[src/rtl/core/aligned_block_finder_top_defines.svh]
// Assertion macros for the aligned block finder.
`ifndef ALIGNED_BLOCK_FINDER_TOP_DEFINES_SVH
`define ALIGNED_BLOCK_FINDER_TOP_DEFINES_SVH
`ifndef SYNTHESIS
`define ABF_ASSERT(lbl, clk, rst, prop, msg) \
   lbl: assert property (@(posedge clk) disable iff (rst) prop) else $error(msg);
`define ABF_ASSERT_NR(lbl, clk, prop, msg) \
   lbl: assert property (@(posedge clk) prop) else $error(msg);
`else
`define ABF_ASSERT(lbl, clk, rst, prop, msg)
`define ABF_ASSERT_NR(lbl, clk, prop, msg)
`endif
`endif

[src/rtl/core/abf_pkg.sv]
// Shared types and constants of the aligned block finder.
`default_nettype none
package abf_pkg;
   localparam logic [31:0] NOT_FOUND  = 32'hFFFF_FFFF;
   localparam logic [1:0]  ACT_CLEAR  = 2'd0;
   localparam logic [1:0]  ACT_APPEND = 2'd1;
   localparam logic [1:0]  ACT_QUERY  = 2'd2;

   typedef struct packed {
      logic        start;
      logic [31:0] dividend;
      logic [31:0] divisor;
   } div_req_type;

   typedef struct packed {
      logic        busy;
      logic        done;
      logic [31:0] rem;
   } div_rsp_type;
endpackage
`default_nettype wire

[src/rtl/core/abf_div.sv]
// Bit-serial restoring divider producing the remainder, one bit per cycle.
`default_nettype none
`include "aligned_block_finder_top_defines.svh"
module abf_div (
   input  wire logic                 clock,
   input  wire logic                 reset,
   input  wire abf_pkg::div_req_type req_i,
   output abf_pkg::div_rsp_type      rsp_o
);
   logic        busy_ff, busy_in;
   logic        done_ff, done_in;
   logic [4:0]  cnt_ff, cnt_in;
   logic [31:0] rem_ff, rem_in;
   logic [31:0] dvd_ff, dvd_in;
   logic [31:0] dvs_ff, dvs_in;
   logic [32:0] trial;
   logic [32:0] diff;

   assign trial = {rem_ff, dvd_ff[31]};
   assign diff  = trial - {1'b0, dvs_ff};

   always_comb begin
      busy_in = busy_ff;
      done_in = 1'b0;
      cnt_in  = cnt_ff;
      rem_in  = rem_ff;
      dvd_in  = dvd_ff;
      dvs_in  = dvs_ff;
      if (req_i.start) begin
         busy_in = 1'b1;
         cnt_in  = 5'd31;
         rem_in  = '0;
         dvd_in  = req_i.dividend;
         dvs_in  = req_i.divisor;
      end else if (busy_ff) begin
         rem_in = (trial >= {1'b0, dvs_ff}) ? diff[31:0] : trial[31:0];
         dvd_in = {dvd_ff[30:0], 1'b0};
         cnt_in = cnt_ff - 5'd1;
         if (cnt_ff == 5'd0) begin
            busy_in = 1'b0;
            done_in = 1'b1;
         end
      end
   end

   always_ff @(posedge clock) begin
      if (reset) begin
         busy_ff <= 1'b0;
         done_ff <= 1'b0;
      end else begin
         busy_ff <= busy_in;
         done_ff <= done_in;
      end
      cnt_ff <= cnt_in;
      rem_ff <= rem_in;
      dvd_ff <= dvd_in;
      dvs_ff <= dvs_in;
   end

   assign rsp_o.busy = busy_ff;
   assign rsp_o.done = done_ff;
   assign rsp_o.rem  = rem_ff;

   `ABF_ASSERT(a_done_idle, clock, reset, done_ff |-> !busy_ff, "done while busy")
   `ABF_ASSERT(a_start_busy, clock, reset, req_i.start |=> busy_ff, "start not taken")
   `ABF_ASSERT(a_rem_range, clock, reset, busy_ff |-> (rem_ff < dvs_ff), "partial rem too big")
endmodule
`default_nettype wire

[config.mk]
export PLATFORM = sky130hd
export DESIGN_NAME = abf_div
export DESIGN_NICKNAME = d
export VERILOG_FILES = /design/src/rtl/core/abf_pkg.sv /design/src/rtl/core/abf_div.sv
export VERILOG_INCLUDE_DIRS = /design/src /design/src/rtl/core
export SDC_FILE = /design/constraint.sdc
export NUM_CORES = 1
export LEC_CHECK = 0
export ABC_AREA = 1
export BUFFER_PORTS_ARGS = -buffer_cell sky130_fd_sc_hd__buf_4
export CAP_MARGIN = 20
export CORE_ASPECT_RATIO = 0.5
export CORE_MARGIN = 10
export CORE_UTILIZATION = 30
export CTS_CLUSTER_DIAMETER = 40
export DETAILED_ROUTE_END_ITERATION = 8
export RECOVER_POWER = 50
export SLEW_MARGIN = 20
export SYNTH_ARGS = -nofsm -noshare
export SYNTH_HDL_FRONTEND = slang
export SYNTH_SLANG_ARGS = --single-unit
[constraint.sdc]
create_clock -name clock -period 1.95 [get_ports clock]
set_input_delay 0.39 -clock clock [delete_from_list [all_inputs] [get_ports clock]]
set_output_delay 0.39 -clock clock [all_outputs]
set_load 0.02 [all_outputs]
==> flow_metrics.env, run 1 <==
export IMPL_grt_overflow_total=0
export IMPL_max_stage_delay_ns=0.38
export IMPL_clkLatencyLatePin_ns=0.37
export IMPL_fin_crit_sh_pct=109
export IMPL_hold_viol=0
export IMPL_skew_ns=0.00857
export IMPL_post_drt_wl_per_cell_um=14.7
export IMPL_critPathBufInv=3
export IMPL_report_final_slew_viol_count=0
export IMPL_gr_usage_all_layers_pct=15.0
export IMPL_synth_edf_count=64
export IMPL_worstPathMaxFanout=5
export IMPL_io_pins=101
export IMPL_worst_slack_ns=-0.175
export IMPL_drcViolationCount=0
export IMPL_power_total_mw=5.25
export IMPL_drive_above_1_share_pct=40.3
export IMPL_dr_pass1_iters=5
export IMPL_post_dp_hpwl_um=17100
export IMPL_fillers=2171
export IMPL_fp_dieArea_um2=29600
export IMPL_crit_family="simple AND/OR/NAND/NOR gates"
export IMPL_synth_cell_types=35
export IMPL_relSlewSlack_pct=25.8
export IMPL_synth_top_cells_by_count="nand2_1 (417), inv_1 (186), nand3_1 (74)"
export IMPL_yosys_area_top_type="edfxtp_1"
export IMPL_status="finished, violations left"
export IMPL_path_clk_slew_ns=0.08
export IMPL_avgSynthCellArea_um2=6.87
export IMPL_clockBufferDepth=2
export IMPL_yosysMostFrequentCell="nand2_1"
export IMPL_crit_path_start_kind="register"
export IMPL_tightestPinTransition_ns=1.11
export IMPL_synthesis_nets=1098
export IMPL_finalSetupViolCount=31
export IMPL_netlist_instances=997
export IMPL_cts_htree_levels=3
export IMPL_violations="setup timing"
export IMPL_fin_crit_ns=2.13
export IMPL_clkSinkCount=103
export IMPL_yosysSeqAreaShare_pct=39.5
export IMPL_ys_ff_latch=103
export IMPL_area_growth_pct=55.2
export IMPL_place_inst=1513
export IMPL_postCtsHoldBufs=0
export IMPL_grt_max_degree=34
export IMPL_crit_path_top_delay_cell="edfxtp_1"
export IMPL_start_util_pct=31.0
export IMPL_die_h_um=127
export IMPL_hold_path_depth=2
export IMPL_synthFlopType="edfxtp_1"
export IMPL_hold_class="in -> reg"
export IMPL_port_buffers=100
export IMPL_root_buffer="clkbuf_16"
export IMPL_cts_buffers=9
export IMPL_fin_area_um2=10600
export IMPL_routed_wl_um=22900
export IMPL_worstPathRequired_ns=2.25
export IMPL_synth_top_area_share_pct=28.1
export IMPL_dp_slack_ns=-0.258
export IMPL_placementRows=38
export IMPL_antenna_found_initial=1
export IMPL_ys_warn_count=0
export IMPL_cp_arrival_ns=2.42
export IMPL_max_cap_violations=0
export IMPL_grt_pass1_vias=6809
export IMPL_place_area_um2=8920
export IMPL_timing_fmax_ghz=0.470
export IMPL_dr_total_vias=6973
export IMPL_grt_first_pass_wirelength_um=35600
export IMPL_ys_async_sr_fraction_pct=0
export IMPL_die_width_um=234
export IMPL_cp_end_kind="register"
export IMPL_cp_cell_sequence="inv_2, ha_4, nand2_4, nand2_4, a21oi_4, nand2_2, nand2_2, nand2_2, nor2_4, nand2_4, buf_12, clkbuf_16, nand2_4, nand3_2, o21ai_2"
export IMPL_cts_tree="yes"
export IMPL_first_iter_violations=397
export IMPL_worstSetupPathType="reg -> reg"
export IMPL_coreArea_um2=22100
export IMPL_nNetsFinal=1354
export IMPL_power_density_nw_per_um2=494
export IMPL_fin_cells=1559
export IMPL_vias_per_cell=4.47
export IMPL_timing_hold_ws_ns=0.187
export IMPL_crit_top_cell="nand2_4"
export IMPL_peakVddDrop_uv=366
export IMPL_rsz0062_at_grt="yes"
export IMPL_worstSetupPathDepth=15
export IMPL_final_antenna_net_count=0
export IMPL_rr_worst_depth=15
export IMPL_syn_cell_area_um2=6850
export IMPL_synthTopCellsByArea="edfxtp_1 (28%), nand2_1 (23%), dfxtp_1 (11%)"
export IMPL_place_congestion=0.933
export IMPL_cellLeakagePower_nw=5.53
==> worst reg2reg max path: cells and delay by family, from the launching register on <==
family	cells	cell delay [ns]
AOI/OAI and AO/OA	2	0.23
adders and majority gates	1	0.22
and+or+nand+nor	9	0.82
buffers and inverters	3	0.40
DFF	1	0.38
==> power breakdown <==
part	internal (mW)	switching [mW]
sequential	2.46	0.0461
clock	0.883	0.888
combinational	0.452	0.517
total	3.80	1.45
==> placed cells by master, fill, tap and decap left out, types with 3 or more instances in the layout <==
cell	Yosys	final
xnor2_1	14	13
o21ai_0	7	6
nor2_4	2	10
dfxtp_1	39	36
nand3b_1	15	15
buf_8	1	3
nand4_1	8	8
a21oi_1	20	11
nand3_1	74	45
o21bai_1	3	3
clkbuf_1	9	3
nand3_2	7	34
a21oi_2	1	8
dfxtp_2	0	3
nand2_4	2	30
nand2_1	417	335
clkbuf_4	0	32
buf_6	4	6
inv_6	0	3
inv_2	0	29
inv_1	186	158
ha_4	0	31
nand2_2	3	57
clkbuf_16	0	12
clkinv_1	3	3
buf_12	0	6
o21ai_1	10	9
edfxtp_1	64	64
buf_4	3	212
nor2_2	4	12
nor2_1	48	32
==> per-stage QoR <==
step / TNS (ns) / utilization (%)
CTS: -2.56 / 46.0
finish: -3.89 / 48.2
global route: -6.73 / 48.2
global placement: -6.16 / 40.4
floorplan: 0 / -
detailed placement: -6.08 / 40.4
==> cell families after synthesis <==
group                      Yosys count  share of synthesized area (%)
and+or+nand+nor                    588                           36.3
buffers and inverters              213                           12.6
adders and majority gates           34                           6.32
AOI/OAI and AO/OA                   45                           3.60
xor gates and xnor gates            14                           1.79
DFF                                103                           39.5
==> area by class of cell <==
class	count	area (um2)	share of cell area [%]
multi-input cells	681	4340	40.8
inverters	189	709	6.68
flip-flops and latches	103	2710	25.5
repair buffers	269	2220	20.9
clock buffers	9	225	2.12
clock inverters	7	53.8	0.506
diodes	1	2.50	0.0236
well taps	300	375	3.53
==> worst paths after layout <==
kind | from | endpoint | slack, ns
hold / removal | reset | done_ff | 0.19
hold reg to reg | cnt_ff[4] | cnt_ff[4] | 0.49
setup / recovery | dvs_ff[22] | rem_ff[8] | -0.18
setup reg to reg | dvs_ff[22] | rem_ff[8] | -0.18
==> flip-flops by register name, summed over array words and instances, names as in the netlist <==
signal	cells
done_ff	1
cnt_ff	5
busy_ff	1
dvs_ff	32
rem_ff	32
dvd_ff	32
==> routing by layer <==
layer  routed length [um]  track usage [%]  vias to the layer above
met2                10400             24.3                      125
met1                11200             20.0                     3245
met5                   13                0                        -
met4                  214             3.02                        2
li1                     -                -                     3584
met3                 1040             3.63                       17
==> timing repair <==
item                       in CTS  in global routing
gates resized for setup       150                110
gates cloned                    3                  3
setup endpoints to repair      32                 32
pin swaps                      23                 50
buffers inserted               19                  5
No activity file was read; power rests on OpenSTA's default activity.
==> run 2: changes to the inputs <==
==> constraint.sdc (replaced) <==
create_clock -name clock -period 2.15 [get_ports clock]
set_input_delay 0.43 -clock clock [delete_from_list [all_inputs] [get_ports clock]]
set_output_delay 0.43 -clock clock [all_outputs]
set_load 0.02 [all_outputs]
==> run 2 against run 1 <==
The run still ends with setup timing left. Die area unchanged. Sequential power down 9.6%. Sequential share of layout area up 2.8 points. Count of clock-buffer cells in the layout up 3. Largest cell class unchanged. Largest power group unchanged.
==> flow_metrics.env, run 2 (synthesis gave the netlist of run 1 again) <==
export IMPL_placementRows=38
export IMPL_path_clk_slew_ns=0.08
export IMPL_mostFrequentLayoutCell="nand2_1"
export IMPL_cp_end_kind="register"
export IMPL_nNetsFinal=1264
export IMPL_place_congestion=0.927
export IMPL_multiInputGateArea_um2=3970
export IMPL_finalSetupViolCount=1
export IMPL_root_buffer="clkbuf_16"
export IMPL_clockBufferDepth=2
export IMPL_worstPathMaxFanout=6
export IMPL_clkPwrFrac_pct=37.3
export IMPL_fin_area_um2=9560
export IMPL_p_sw_mw=1.24
export IMPL_routed_wl_um=22000
export IMPL_coreArea_um2=22100
export IMPL_timing_hold_ws_ns=0.218
export IMPL_peakVddDrop_uv=434
export IMPL_cellLeakagePower_nw=4.89
export IMPL_drive_above_1_share_pct=27.6
export IMPL_fp_dieArea_um2=29600
export IMPL_rr_worst_depth=16
export IMPL_first_iter_violations=463
export IMPL_die_width_um=234
export IMPL_grt_pass1_vias=6269
export IMPL_violations="setup timing"
export IMPL_reg2reg_from="dvs_ff[24]"
export IMPL_timing_fmax_ghz=0.463
export IMPL_pwr_share_comb_pct=15.6
export IMPL_vias_per_cell=4.47
export IMPL_worstPathRequired_ns=2.43
export IMPL_fillers=2317
export IMPL_gr_usage_all_layers_pct=14.2
export IMPL_grt_first_pass_wirelength_um=33200
export IMPL_fin_crit_sh_pct=100
export IMPL_r2r_end="rem_ff[29]"
export IMPL_dr_total_vias=6562
export IMPL_post_dp_hpwl_um=16600
export IMPL_p_int_mw=3.58
export IMPL_antenna_found_initial=1
export IMPL_hold_path_depth=2
export IMPL_cts_htree_levels=3
export IMPL_hp_start="reset"
export IMPL_die_h_um=127
export IMPL_hold_viol=0
export IMPL_place_inst=1439
export IMPL_rsz0062_at_grt="yes"
export IMPL_port_buffers=100
export IMPL_layout_common_cells="nand2_1 (371), inv_1 (178), buf_4 (131), nand3_1 (68), edfxtp_1 (64)"
export IMPL_worst_slack_ns=-0.00958
export IMPL_dp_slack_ns=-0.111
export IMPL_regArea_um2=2710
export IMPL_clkLatencyLatePin_ns=0.38
export IMPL_clkSinkCount=103
export IMPL_use_met1_pct=19.4
export IMPL_io_pins=101
export IMPL_crit_path_start_kind="register"
export IMPL_grt_busiest_layer="met2"
export IMPL_worstSetupPathType="reg -> reg"
export IMPL_tns_ns=-0.00958
export IMPL_grt_use_met2_pct=21.7
export IMPL_r2r_slack_ns=-0.01
export IMPL_cts_buffers=9
export IMPL_drcViolationCount=0
export IMPL_cts_tree="yes"
export IMPL_area_growth_pct=39.6
export IMPL_p_seq_share_pct=47.1
export IMPL_relSlewSlack_pct=14.8
export IMPL_tightestPinTransition_ns=1.28
export IMPL_final_antenna_net_count=0
export IMPL_status="finished, violations left"
export IMPL_grt_overflow_total=0
export IMPL_min_to="done_ff"
export IMPL_fin_util_pct=43.3
export IMPL_grt_max_degree=43
export IMPL_place_area_um2=8380
export IMPL_max_cap_violations=0
export IMPL_cp_arrival_ns=2.44
export IMPL_fin_cells=1469
export IMPL_grt_use_met3_pct=3.69
export IMPL_top_regs="dvd_ff x32, dvs_ff x32, rem_ff x32"
export IMPL_power_total_mw=4.83
export IMPL_start_util_pct=31.0
export IMPL_fin_crit_ns=2.16
export IMPL_dr_pass1_iters=4
export IMPL_p_sw_share_pct=25.7
export IMPL_skew_ns=0.0105
export IMPL_report_final_slew_viol_count=0
export IMPL_power_density_nw_per_um2=505
export IMPL_hold_class="in -> reg"
export IMPL_post_drt_wl_per_cell_um=15.0
-- run 2: changes by cell type in the layout (fill, tap and decap cells not counted), moves of 4 or more --
cell	delta
nor2_1	+5
buf_4	-81
nand2_1	+36
a21oi_1	+4
inv_2	-20
buf_6	-4
nand3_2	-21
nand2_4	-21
nand2_2	-16
nand3_1	+23
inv_1	+20
-- run 2: worst max-delay path, cell delays in order, from the launching register on --
cell       delay (ns)
edfxtp_1         0.36
inv_1            0.10
ha_4             0.21
nand2_2          0.10
inv_1            0.08
a21oi_4          0.15
nand2_2          0.08
nand2_2          0.07
nand2_2          0.06
nor2_4           0.26
buf_6            0.15
clkbuf_16        0.15
nand3_2          0.08
nand2_1          0.06
inv_1            0.04
nand2_1          0.05
nand2_1          0.04
-- run 2: per-layer routing --
| metal | share of wire, % | up-vias |
|---|---|---|
| li1 | - | 3402 |
| met2 | 44 | 144 |
| met1 | 50 | 2998 |
| met4 | 1.4 | 0 |
| met3 | 5.3 | 18 |
| met5 | 0 | - |
-- run 2: final cells by class --
class | count | share of cell area (%)
Antenna cell | 1 | 0.0262
Clock buffer | 12 | 2.79
Clock inverter | 4 | 0.615
Inverter | 189 | 7.42
Multi-Input combinational cell | 681 | 41.5
Sequential cell | 103 | 28.3
Tap cell | 300 | 3.93
Timing Repair Buffer | 179 | 15.4
-- run 2: worst max path at each step --
stage | from | to | slack [ns] | cells after the start
after global routing | dvs_ff[18] | rem_ff[29] | -0.12 | 18
after CTS | dvs_ff[17] | rem_ff[21] | 0.001 | 13
final | dvs_ff[24] | rem_ff[29] | -0.01 | 16
after floorplan | req_i[64] | dvd_ff[0] | 0.07 | 3
after detailed placement | dvs_ff[20] | rem_ff[14] | -0.11 | 14
after global placement | dvs_ff[21] | rem_ff[14] | -0.12 | 14
-- run 2: power by group through the flow --
| stage | sequential, mW | combinational [mW] | clock, mW |
|---|---|---|---|
| global route | 2.29 | 0.842 | 1.94 |
| detailed placement | 2.31 | 0.637 | 0 |
| finish | 2.27 | 0.753 | 1.80 |
| CTS | 2.27 | 0.649 | 1.87 |
| global placement | 2.31 | 0.631 | 0 |
| floorplan | 2.31 | 0.344 | 0 |
-- run 2: what timing repair did --
item                       in CTS  in global routing
hold buffers                    0                  0
setup endpoints to repair      32                 32
pin swaps                       3                 37
buffers inserted                2                  6
cloned                          0                  5
gates resized for setup        10                136
